## config.mk

```make
export PLATFORM = sky130hd
export DESIGN_NAME = max_perimeter_shape_select
export DESIGN_NICKNAME = d
export VERILOG_FILES = /design/src/rtl/mpss_pkg.sv /design/src/rtl/mpss_ctrl.sv /design/src/rtl/mpss_dp.sv /design/src/rtl/max_perimeter_shape_select.sv
export SDC_FILE = /design/constraint.sdc
export NUM_CORES = 2
export LEC_CHECK = 0
export ABC_AREA = 1
export BUFFER_PORTS_ARGS = -buffer_cell sky130_fd_sc_hd__buf_2
export CORE_AREA = 2 2 309 311
export CTS_CLUSTER_SIZE = 28
export DETAILED_ROUTE_END_ITERATION = 10
export DIE_AREA = 0 0 311 313
export GPL_ROUTABILITY_DRIVEN = 0
export GPL_TIMING_DRIVEN = 0
export PLACE_DENSITY = 0.71
export SLEW_MARGIN = 10
export SYNTH_ARGS = -nofsm -noshare
export SYNTH_HDL_FRONTEND = slang
export SYNTH_SLANG_ARGS = --single-unit
```

## constraint.sdc

```tcl
create_clock -name i_clk -period 11 [get_ports i_clk]
set_clock_uncertainty 0.15 [all_clocks]
set_input_delay 3.3 -clock i_clk [delete_from_list [all_inputs] [get_ports i_clk]]
set_output_delay 3.3 -clock i_clk [all_outputs]
set_load 0.05 [all_outputs]
```

## src/rtl/mpss_pkg.sv

```systemverilog
`timescale 1ns / 1ps
// ----------------------------------------------------------------------------
// mpss_pkg
// Shared types and constants for the shape perimeter maximum selector.
// ----------------------------------------------------------------------------
package mpss_pkg;

    localparam int MAX_ITEMS_DEF = 4096;

    localparam int COORD_W     = 16;
    localparam int INDEX_W     = 12;
    localparam int PERIM_W     = 27;
    localparam int S_TDATA_W   = 112;
    localparam int M_TDATA_W   = 40;

    // circle: round(r * 2 * 3.1415 * 256) = r * CIRC_INT + floor(f / 125),
    // f = r * CIRC_FRAC_MUL + CIRC_FRAC_RND, divide done as multiply by
    // ceil(2^29 / 125) and shift, exact for f below 2^22
    localparam int CIRC_INT      = 1608;
    localparam int CIRC_FRAC_MUL = 56;
    localparam int CIRC_FRAC_RND = 62;
    localparam int CFRAC_W       = 22;
    localparam int CIRC_SHIFT    = 29;
    localparam logic [22:0] CIRC_RECIP = 23'd4294968;
    localparam int CPROD_W       = 45;
    localparam int CQ_W          = CPROD_W - CIRC_SHIFT;

    // side length: floor(sqrt(d2 << 16)), one root bit per step
    localparam int D2_W        = 33;
    localparam int RAD_W       = 50;
    localparam int ROOT_W      = 25;
    localparam int SQ_REM_W    = 26;
    localparam int SQRT_STEPS  = RAD_W / 2;

    localparam int ITER_W      = $clog2(SQRT_STEPS);

    typedef enum logic [1:0] {
        KIND_RECT   = 2'd0,
        KIND_CIRCLE = 2'd1,
        KIND_TRI    = 2'd2,
        KIND_NONE   = 2'd3
    } t_kind;

    typedef enum logic [3:0] {
        S_IDLE,
        S_RECT,
        S_CMUL,
        S_CDIV,
        S_CEND,
        S_SETUP,
        S_SQX,
        S_SQY,
        S_ROOT,
        S_ACC,
        S_UPDATE,
        S_EMIT
    } t_state;

    typedef struct packed {
        logic capture;
        logic rect;
        logic cmul;
        logic div_step;
        logic div_end;
        logic tri_setup;
        logic sq_x;
        logic sq_y;
        logic root_step;
        logic acc_side;
        logic update;
        logic emit;
    } t_cmd;

    typedef struct packed {
        logic last;
        logic root_done;
        logic side_done;
    } t_sts;

endpackage

```

## src/rtl/mpss_ctrl.sv

```systemverilog
`timescale 1ns / 1ps
// ----------------------------------------------------------------------------
// mpss_ctrl
// Sequencer: walks one shape through its perimeter steps, then the maximum
// update and, on the last shape, the hand-off into the output register.
// ----------------------------------------------------------------------------
module mpss_ctrl (
    input  logic             i_clk,
    input  logic             i_rst_n,
    input  logic             i_s_tvalid,
    input  mpss_pkg::t_kind  i_s_kind,
    input  logic             i_m_tready,
    input  mpss_pkg::t_sts   i_sts,
    output logic             o_s_tready,
    output logic             o_m_tvalid,
    output mpss_pkg::t_cmd   o_cmd
);

    mpss_pkg::t_state r_state;
    mpss_pkg::t_state n_state;
    logic             r_out_valid;
    logic             can_emit;

    // output slot is free, or its result leaves at this edge
    assign can_emit = !r_out_valid || i_m_tready;

    always_ff @(posedge i_clk) begin
        if (!i_rst_n) begin
            r_state     <= mpss_pkg::S_IDLE;
            r_out_valid <= 1'b0;
        end else begin
            r_state <= n_state;
            if (o_cmd.emit) begin
                r_out_valid <= 1'b1;
            end else if (i_m_tready) begin
                r_out_valid <= 1'b0;
            end
        end
    end

    always_comb begin
        n_state = r_state;
        case (r_state)
            mpss_pkg::S_IDLE: begin
                if (i_s_tvalid) begin
                    case (i_s_kind)
                        mpss_pkg::KIND_RECT:   n_state = mpss_pkg::S_RECT;
                        mpss_pkg::KIND_CIRCLE: n_state = mpss_pkg::S_CMUL;
                        mpss_pkg::KIND_TRI:    n_state = mpss_pkg::S_SETUP;
                        default:               n_state = mpss_pkg::S_UPDATE;
                    endcase
                end
            end
            mpss_pkg::S_RECT:  n_state = mpss_pkg::S_UPDATE;
            mpss_pkg::S_CMUL:  n_state = mpss_pkg::S_CDIV;
            mpss_pkg::S_CDIV:  n_state = mpss_pkg::S_CEND;
            mpss_pkg::S_CEND:  n_state = mpss_pkg::S_UPDATE;
            mpss_pkg::S_SETUP: n_state = mpss_pkg::S_SQX;
            mpss_pkg::S_SQX:   n_state = mpss_pkg::S_SQY;
            mpss_pkg::S_SQY:   n_state = mpss_pkg::S_ROOT;
            mpss_pkg::S_ROOT: begin
                if (i_sts.root_done) begin
                    n_state = mpss_pkg::S_ACC;
                end
            end
            mpss_pkg::S_ACC: begin
                if (i_sts.side_done) begin
                    n_state = mpss_pkg::S_UPDATE;
                end else begin
                    n_state = mpss_pkg::S_SETUP;
                end
            end
            mpss_pkg::S_UPDATE: begin
                if (i_sts.last) begin
                    n_state = mpss_pkg::S_EMIT;
                end else begin
                    n_state = mpss_pkg::S_IDLE;
                end
            end
            mpss_pkg::S_EMIT: begin
                if (can_emit) begin
                    n_state = mpss_pkg::S_IDLE;
                end
            end
            default: n_state = mpss_pkg::S_IDLE;
        endcase
    end

    always_comb begin
        o_cmd      = '0;
        o_s_tready = 1'b0;
        case (r_state)
            mpss_pkg::S_IDLE: begin
                o_s_tready    = 1'b1;
                o_cmd.capture = i_s_tvalid;
            end
            mpss_pkg::S_RECT:   o_cmd.rect      = 1'b1;
            mpss_pkg::S_CMUL:   o_cmd.cmul      = 1'b1;
            mpss_pkg::S_CDIV:   o_cmd.div_step  = 1'b1;
            mpss_pkg::S_CEND:   o_cmd.div_end   = 1'b1;
            mpss_pkg::S_SETUP:  o_cmd.tri_setup = 1'b1;
            mpss_pkg::S_SQX:    o_cmd.sq_x      = 1'b1;
            mpss_pkg::S_SQY:    o_cmd.sq_y      = 1'b1;
            mpss_pkg::S_ROOT:   o_cmd.root_step = 1'b1;
            mpss_pkg::S_ACC:    o_cmd.acc_side  = 1'b1;
            mpss_pkg::S_UPDATE: o_cmd.update    = 1'b1;
            mpss_pkg::S_EMIT:   o_cmd.emit      = can_emit;
            default: o_cmd = '0;
        endcase
    end

    assign o_m_tvalid = r_out_valid;

endmodule

```

## src/rtl/mpss_dp.sv

```systemverilog
`timescale 1ns / 1ps
// ----------------------------------------------------------------------------
// mpss_dp
// Datapath: shape registers, one 16x16 squarer, a reciprocal multiply for the
// circle constant, a shared one-bit-per-step square root, running maximum.
// ----------------------------------------------------------------------------
module mpss_dp #(
    parameter int MAX_ITEMS = mpss_pkg::MAX_ITEMS_DEF
) (
    input  logic                                 i_clk,
    input  logic                                 i_rst_n,
    input  mpss_pkg::t_cmd                       i_cmd,
    input  logic [mpss_pkg::S_TDATA_W-1:0]       i_s_tdata,
    input  logic                                 i_s_tlast,
    output mpss_pkg::t_sts                       o_sts,
    output logic [mpss_pkg::INDEX_W-1:0]         o_winner_index,
    output logic [mpss_pkg::PERIM_W-1:0]         o_winner_perimeter,
    output logic                                 o_found
);

    localparam int CW        = mpss_pkg::COORD_W;
    localparam int PW        = mpss_pkg::PERIM_W;
    localparam int POS_W     = (MAX_ITEMS > 1) ? $clog2(MAX_ITEMS) : 1;
    localparam int IDX_EXT_W = (POS_W > mpss_pkg::INDEX_W) ? POS_W : mpss_pkg::INDEX_W;
    localparam logic [POS_W-1:0] POS_LAST = POS_W'(MAX_ITEMS - 1);

    function automatic logic [CW-1:0] f_abs_diff(input logic signed [CW-1:0] a,
                                                 input logic signed [CW-1:0] b);
        logic signed [CW:0] d;
        d = (CW+1)'(a) - (CW+1)'(b);
        if (d < 0) begin
            return CW'(-d);
        end
        return CW'(d);
    endfunction

    // captured shape
    logic signed [CW-1:0] r_x0, r_y0, r_x1, r_y1, r_x2, r_y2;
    logic [CW-1:0]        r_rad;
    logic                 r_last;

    logic [1:0]                       r_side;
    logic [mpss_pkg::ITER_W-1:0]      r_iter;
    logic [CW-1:0]                    r_dx, r_dy;
    logic [2*CW-1:0]                  r_d2;
    logic [PW-1:0]                    r_cbase;
    logic [mpss_pkg::CFRAC_W-1:0]     r_cfrac;
    logic [mpss_pkg::CQ_W-1:0]        r_cq;
    logic [mpss_pkg::RAD_W-1:0]       r_rad_sh;
    logic [mpss_pkg::SQ_REM_W-1:0]    r_rem;
    logic [mpss_pkg::ROOT_W-1:0]      r_root;
    logic [PW-1:0]                    r_perim;

    // running state
    logic [PW-1:0]    r_max;
    logic [POS_W-1:0] r_best;
    logic             r_have;
    logic [POS_W-1:0] r_pos;

    logic [mpss_pkg::INDEX_W-1:0] r_o_index;
    logic [PW-1:0]                r_o_perim;
    logic                         r_o_found;

    logic signed [CW-1:0] ax, ay, bx, by;
    logic [CW:0]          rect_sum;
    logic [PW-1:0]                   circ_base;
    logic [mpss_pkg::CFRAC_W-1:0]    circ_frac;
    logic [mpss_pkg::CPROD_W-1:0]    circ_prod;
    logic [CW-1:0]                   mul_a;
    logic [2*CW-1:0]                 sq;
    logic [mpss_pkg::D2_W-1:0]       d2_sum;
    logic [mpss_pkg::SQ_REM_W+1:0]   rem_t;
    logic [mpss_pkg::SQ_REM_W+1:0]   trial;
    logic                            root_ge;
    logic [mpss_pkg::SQ_REM_W-1:0]   n_rem;
    logic [mpss_pkg::ROOT_W-1:0]     n_root;
    logic [IDX_EXT_W-1:0]            best_ext;

    // vertex pair of the current triangle side
    always_comb begin
        case (r_side)
            2'd0: begin
                ax = r_x1; ay = r_y1; bx = r_x2; by = r_y2;
            end
            2'd1: begin
                ax = r_x0; ay = r_y0; bx = r_x2; by = r_y2;
            end
            default: begin
                ax = r_x0; ay = r_y0; bx = r_x1; by = r_y1;
            end
        endcase
    end

    assign rect_sum = {1'b0, f_abs_diff(r_x0, r_x1)} + {1'b0, f_abs_diff(r_y0, r_y1)};

    // integer part of the circle product and the numerator of its rounded fraction
    assign circ_base = PW'(r_rad) * PW'(mpss_pkg::CIRC_INT);
    assign circ_frac = mpss_pkg::CFRAC_W'(r_rad) * mpss_pkg::CFRAC_W'(mpss_pkg::CIRC_FRAC_MUL)
                     + mpss_pkg::CFRAC_W'(mpss_pkg::CIRC_FRAC_RND);
    // divide by 125 as multiply by the scaled reciprocal, quotient in the top bits
    assign circ_prod = mpss_pkg::CPROD_W'(r_cfrac) * mpss_pkg::CPROD_W'(mpss_pkg::CIRC_RECIP);

    assign mul_a  = i_cmd.sq_x ? r_dx : r_dy;
    assign sq     = mul_a * mul_a;
    assign d2_sum = mpss_pkg::D2_W'(r_d2) + mpss_pkg::D2_W'(sq);

    // digit-by-digit root, two radicand bits per step
    assign rem_t   = {r_rem, r_rad_sh[mpss_pkg::RAD_W-1 -: 2]};
    assign trial   = (mpss_pkg::SQ_REM_W+2)'({r_root, 2'b01});
    assign root_ge = rem_t >= trial;
    assign n_rem   = root_ge ? mpss_pkg::SQ_REM_W'(rem_t - trial)
                             : mpss_pkg::SQ_REM_W'(rem_t);
    assign n_root  = {r_root[mpss_pkg::ROOT_W-2:0], root_ge};

    always_ff @(posedge i_clk) begin
        if (i_cmd.capture) begin
            r_x0    <= i_s_tdata[0*CW +: CW];
            r_y0    <= i_s_tdata[1*CW +: CW];
            r_x1    <= i_s_tdata[2*CW +: CW];
            r_y1    <= i_s_tdata[3*CW +: CW];
            r_x2    <= i_s_tdata[4*CW +: CW];
            r_y2    <= i_s_tdata[5*CW +: CW];
            r_rad   <= i_s_tdata[6*CW +: CW];
            r_last  <= i_s_tlast;
            r_side  <= 2'd0;
            r_perim <= '0;
        end
        if (i_cmd.rect) begin
            r_perim <= {1'b0, rect_sum, 9'b0};
        end
        if (i_cmd.cmul) begin
            r_cbase <= circ_base;
            r_cfrac <= circ_frac;
        end
        if (i_cmd.div_step) begin
            r_cq <= circ_prod[mpss_pkg::CPROD_W-1 -: mpss_pkg::CQ_W];
        end
        if (i_cmd.div_end) begin
            r_perim <= r_cbase + PW'(r_cq);
        end
        if (i_cmd.tri_setup) begin
            r_dx <= f_abs_diff(ax, bx);
            r_dy <= f_abs_diff(ay, by);
        end
        if (i_cmd.sq_x) begin
            r_d2 <= sq;
        end
        if (i_cmd.sq_y) begin
            r_rad_sh <= {1'b0, d2_sum, 16'b0};
            r_rem    <= '0;
            r_root   <= '0;
            r_iter   <= '0;
        end
        if (i_cmd.root_step) begin
            r_rad_sh <= {r_rad_sh[mpss_pkg::RAD_W-3:0], 2'b00};
            r_rem    <= n_rem;
            r_root   <= n_root;
            r_iter   <= r_iter + 1'b1;
        end
        if (i_cmd.acc_side) begin
            r_perim <= r_perim + PW'(r_root);
            r_side  <= r_side + 2'd1;
        end
        if (i_cmd.emit) begin
            r_o_index <= best_ext[mpss_pkg::INDEX_W-1:0];
            r_o_perim <= r_max;
            r_o_found <= r_have;
        end
    end

    always_ff @(posedge i_clk) begin
        if (!i_rst_n) begin
            r_max  <= '0;
            r_best <= '0;
            r_have <= 1'b0;
            r_pos  <= '0;
        end else if (i_cmd.emit) begin
            r_max  <= '0;
            r_best <= '0;
            r_have <= 1'b0;
            r_pos  <= '0;
        end else if (i_cmd.update) begin
            // strict compare keeps the earlier shape on a tie
            if (r_perim > r_max) begin
                r_max  <= r_perim;
                r_best <= r_pos;
                r_have <= 1'b1;
            end
            if (r_pos != POS_LAST) begin
                r_pos <= r_pos + 1'b1;
            end
        end
    end

    assign best_ext = IDX_EXT_W'(r_best);

    assign o_sts.last      = r_last;
    assign o_sts.root_done = (r_iter == mpss_pkg::ITER_W'(mpss_pkg::SQRT_STEPS - 1));
    assign o_sts.side_done = (r_side == 2'd2);

    assign o_winner_index     = r_o_index;
    assign o_winner_perimeter = r_o_perim;
    assign o_found            = r_o_found;

endmodule

```

## src/rtl/max_perimeter_shape_select.sv

```systemverilog
`timescale 1ns / 1ps
// ----------------------------------------------------------------------------
// max_perimeter_shape_select
// Finds the shape with the largest perimeter in a list of shapes.
// ----------------------------------------------------------------------------
// Input stream: one shape per request. tuser carries the shape kind
// (rectangle, circle, triangle, or unused), tdata the six coordinates and
// the radius, tlast marks the final shape of a list.
// Output stream: one request per list, sent after the shape marked last:
// winner index and perimeter (Q.8) in tdata, found flag in tuser.
// Shapes are taken one at a time. After the accept, a rectangle sums its
// sides, a circle runs constant multiplies, then a reciprocal multiply for
// the rounding divide, a triangle runs three sides through the one shared
// square-root unit, 25 steps each; an unused kind goes straight to the update.
// After the last shape of a list, an emit state loads the output register.
// The result sits in an output register; the next list's shapes are taken
// while it waits. If the receiver stalls and a second result is ready,
// input stops until the first one is taken.
// Reset clears the running maximum, the position count and the output
// valid. Positions saturate at MAX_ITEMS - 1.
// ----------------------------------------------------------------------------
module max_perimeter_shape_select #(
    parameter int MAX_ITEMS = mpss_pkg::MAX_ITEMS_DEF
) (
    input  logic                              i_clk,
    input  logic                              i_rst_n,
    input  logic                              i_s_tvalid,
    output logic                              o_s_tready,
    // p0_x, p0_y, p1_x, p1_y, p2_x, p2_y, radius (16 bits each)
    input  logic [mpss_pkg::S_TDATA_W-1:0]    i_s_tdata,
    // shape_kind
    input  logic [1:0]                        i_s_tuser,
    input  logic                              i_s_tlast,
    output logic                              o_m_tvalid,
    input  logic                              i_m_tready,
    // winner_index (12), winner_perimeter (27), zero pad (1)
    output logic [mpss_pkg::M_TDATA_W-1:0]    o_m_tdata,
    // found
    output logic                              o_m_tuser
);

    mpss_pkg::t_cmd cmd;
    mpss_pkg::t_sts sts;

    logic [mpss_pkg::INDEX_W-1:0] winner_index;
    logic [mpss_pkg::PERIM_W-1:0] winner_perimeter;

    mpss_ctrl u_ctrl (
        .i_clk      (i_clk),
        .i_rst_n    (i_rst_n),
        .i_s_tvalid (i_s_tvalid),
        .i_s_kind   (mpss_pkg::t_kind'(i_s_tuser)),
        .i_m_tready (i_m_tready),
        .i_sts      (sts),
        .o_s_tready (o_s_tready),
        .o_m_tvalid (o_m_tvalid),
        .o_cmd      (cmd)
    );

    mpss_dp #(
        .MAX_ITEMS (MAX_ITEMS)
    ) u_dp (
        .i_clk              (i_clk),
        .i_rst_n            (i_rst_n),
        .i_cmd              (cmd),
        .i_s_tdata          (i_s_tdata),
        .i_s_tlast          (i_s_tlast),
        .o_sts              (sts),
        .o_winner_index     (winner_index),
        .o_winner_perimeter (winner_perimeter),
        .o_found            (o_m_tuser)
    );

    assign o_m_tdata = {1'b0, winner_perimeter, winner_index};

endmodule

```

==> results.cfg <==
[worst_setup_path]
worstPathArrival_ps = 9300
critPathMostFrequentCell = inv_1
critPathSlowestCell = o21ai_2
critical_path_class = reg2reg
cp-start-kind = flip-flop
required_ps = 11230
crit_path_start = u_ctrl.r_state[2]$_SDFFE_PN0P_
cp_max_fo = 10
end_kind = flip-flop
rr_startpoint = u_ctrl.r_state[2]$_SDFFE_PN0P_
critical-path-max-stage-delay_ps = 580

[logic_synthesis]
syn_area_sq_um = 46600
yosysWarnings = 0
synth-edff-count = 394
avgSynthCellArea_sq_um = 7.82
ys_types = 58
ys_ff_latch = 451
netlist_instances = 5955
synth_nets = 6927
async_flop_share_pct = 0
ys.flop_type = edfxtp_1
ys_seq_area_share_pct = 27.8

[sta]
timing.hold.ws_ps = 280
drv_slew = 0
worst_pin_slew_ps = 1060
post-route-period-util_pct = 82.4
fin_crit_ps = 9070
max_slew_margin_pct = 29.1
final-setup-viol-count = 0
fmax_ghz = 0.110
rsz0062_at_grt = false
setup_tns_ps = 0
hold_violations = 0

[cells_and_area]
areaGrowthSynthToFinish_pct = 9.31
drive_above_1_share_pct = 5.96
antenna_cells = 0
fin_area_sq_um = 50900
layout.nets = 7151

[clocking]
htreeDepth = 2
insertion_delay_ps = 630
clk_pin_slew_ps = 60
postCtsSetupBuffers = 0
postCtsResizedCells = 0
cts_sinks = 451
cts_tree = built
clock_path_buffers = 3
numCtsBuffers = 53
clockRootBuffer = clkbuf_16
ctsHoldBuffers = 0

[job]
drv_cap = 0

[floorplan]
fp.dieH_um = 313
core_sq_um = 94200
die_area_sq_um = 97300
start_util_pct = 49.5
die-width_um = 311
placementRows = 113
boundaryPins = 162

[min_path]
hp-start = u_dp.best_ext[10]$_SDFFE_PP0P_
holdCritPathClass = reg2reg

[route]
wl_per_cell_um = 15.8
via_count = 39400
firstDrtPassIters = 6
drt-vias-per-instance = 5.26
ant_nets = 0
drc_errors = 0
drtIter0Drc = 2995
wl_mm = 118

[grt]
antenna_found_initial = 4
grt_use_total_pct = 24.1
overflow = 0
grt_first_pass_wirelength_mm = 191
grt_max_degree = 50
grt_pass1_vias = 37900

[placed_design]
dp_hpwl_mm = 98.3
dpl_cell_area_sq_um = 49200
io_buffers = 160

[status]
status = complete, no violations
## cells in the final DEF (no fill, tap or decap), types with 10 or more instances in the layout
cell	synthesis	routed
o21ai_2	10	10
clkbuf_1	33	36
xnor2_1	67	67
nor4_1	10	10
nand2_2	11	11
o21a_1	10	10
nand3_1	332	331
nand4_1	51	51
clkinv_2	0	13
o21ai_1	16	16
buf_2	27	187
dfxtp_1	57	57
inv_1	1090	1088
nor2_1	597	592
nand2_1	1363	1363
clkbuf_16	0	55
a31oi_1	17	17
o21bai_1	28	28
fa_1	295	295
edfxtp_1	394	394
a21oi_1	408	408
nand3b_1	29	29
inv_2	17	18
o21ai_0	238	238
xor2_1	110	110
ha_1	558	558
nor3_1	63	63
nor2_2	10	11
a21o_1	28	28
clkinv_1	3	13
## final timing paths
| kind | endpoint | slack (ps) | depth (start not counted) |
|---|---|---|---|
| worst max-delay path | u_dp.r_rad_sh[47]$_DFFE_PP_ | 1930 | 36 |
| worst min-delay path | u_dp.o_winner_index[10]$_DFFE_PP_ | 280 | 0 |
| worst max register to register | u_dp.r_rad_sh[47]$_DFFE_PP_ | 1930 | 36 |
| worst min register to register | u_dp.o_winner_index[10]$_DFFE_PP_ | 280 | 0 |
## state kept, by name, indices dropped and copies added (netlist names), 19 cells and up
name	cells
u_dp.r_rad_sh	34
u_dp.r_d2	31
u_dp.o_winner_perimeter	27
u_dp.r_max	27
u_dp.r_perim	27
u_dp.r_rem	26
u_dp.r_root	25
u_dp.r_cbase	24
u_dp.r_cfrac	19
## final cells by class
class | instances | area, sq um
clock buffers | 58 | 1390
fillers | 8866 | 43200
plain buffers | 72 | 353
multi-input cells | 4322 | 29100
inverters | 1110 | 4170
well taps | 1265 | 1580
clock inverters | 39 | 320
flip-flops and latches | 451 | 13000
repair buffers | 169 | 1010
## metal layers
metal  part of all wire [%]  track usage (%)  vias up
met1                     44             32.2    18300
met4                    3.4             7.94        6
met3                    6.0             3.01      230
met2                     47             40.7     1159
li1                       -                -    19700
met5                  0.026                0        -
## kinds of logic (layout without fill, tap and decap cells)
logic type	count (synthesis)	after routing	synth area share (%)
AND/OR/NAND/NOR	2491	2491	22.0
buffers and inverters	1182	1448	9.70
adder cells (fa/ha/maj)	853	853	27.7
AO/OA/AOI/OAI	800	800	9.42
flip-flops	451	451	27.8
XOR/XNOR	177	177	3.33
other	1	1	0.00805
## worst max-delay path, delay by kind of cell (launching register included)
| family | cells | cell delay (ps) |
|---|---|---|
| adders and majority gates | 8 | 3810 |
| and+or+nand+nor | 16 | 2650 |
| buffers and inverters | 9 | 980 |
| AOI/OAI and AO/OA | 2 | 700 |
| DFF | 1 | 340 |
| xor gates and xnor gates | 1 | 180 |
## cell usage after synthesis, drive strengths merged (10+ instances only)
master | instances | share of area, %
a21oi | 412 | 4.5
nor2 | 610 | 5.0
edfxtp | 394 | 25
ha | 558 | 15
fa | 295 | 13
inv | 1107 | 8.9
nand2 | 1374 | 11
nand3b | 29 | 0.47
o21bai | 28 | 0.45
a31oi | 17 | 0.23
o21ai | 267 | 3.0
nor3 | 64 | 0.70
nand4 | 51 | 0.68
dfxtp | 57 | 2.4
a21o | 28 | 0.45
buf | 39 | 0.49
xor2 | 110 | 2.1
nor4 | 11 | 0.16
nand3 | 335 | 3.6
o21a | 10 | 0.16
xnor2 | 67 | 1.3
clkbuf | 33 | 0.27
## metrics by stage
step                worst slack [ps]  std cells  util (%)
CTS                             1980       7486      54.1
global route                    1240       7486      54.1
finish                          1930       7486      54.1
floorplan                       1230       5955         -
global placement               -1830       7380      52.0
detailed placement              2010       7389      52.3
Power is not shown: default switching activity piles up to over one toggle a cycle in this logic, so the estimate is an artifact.
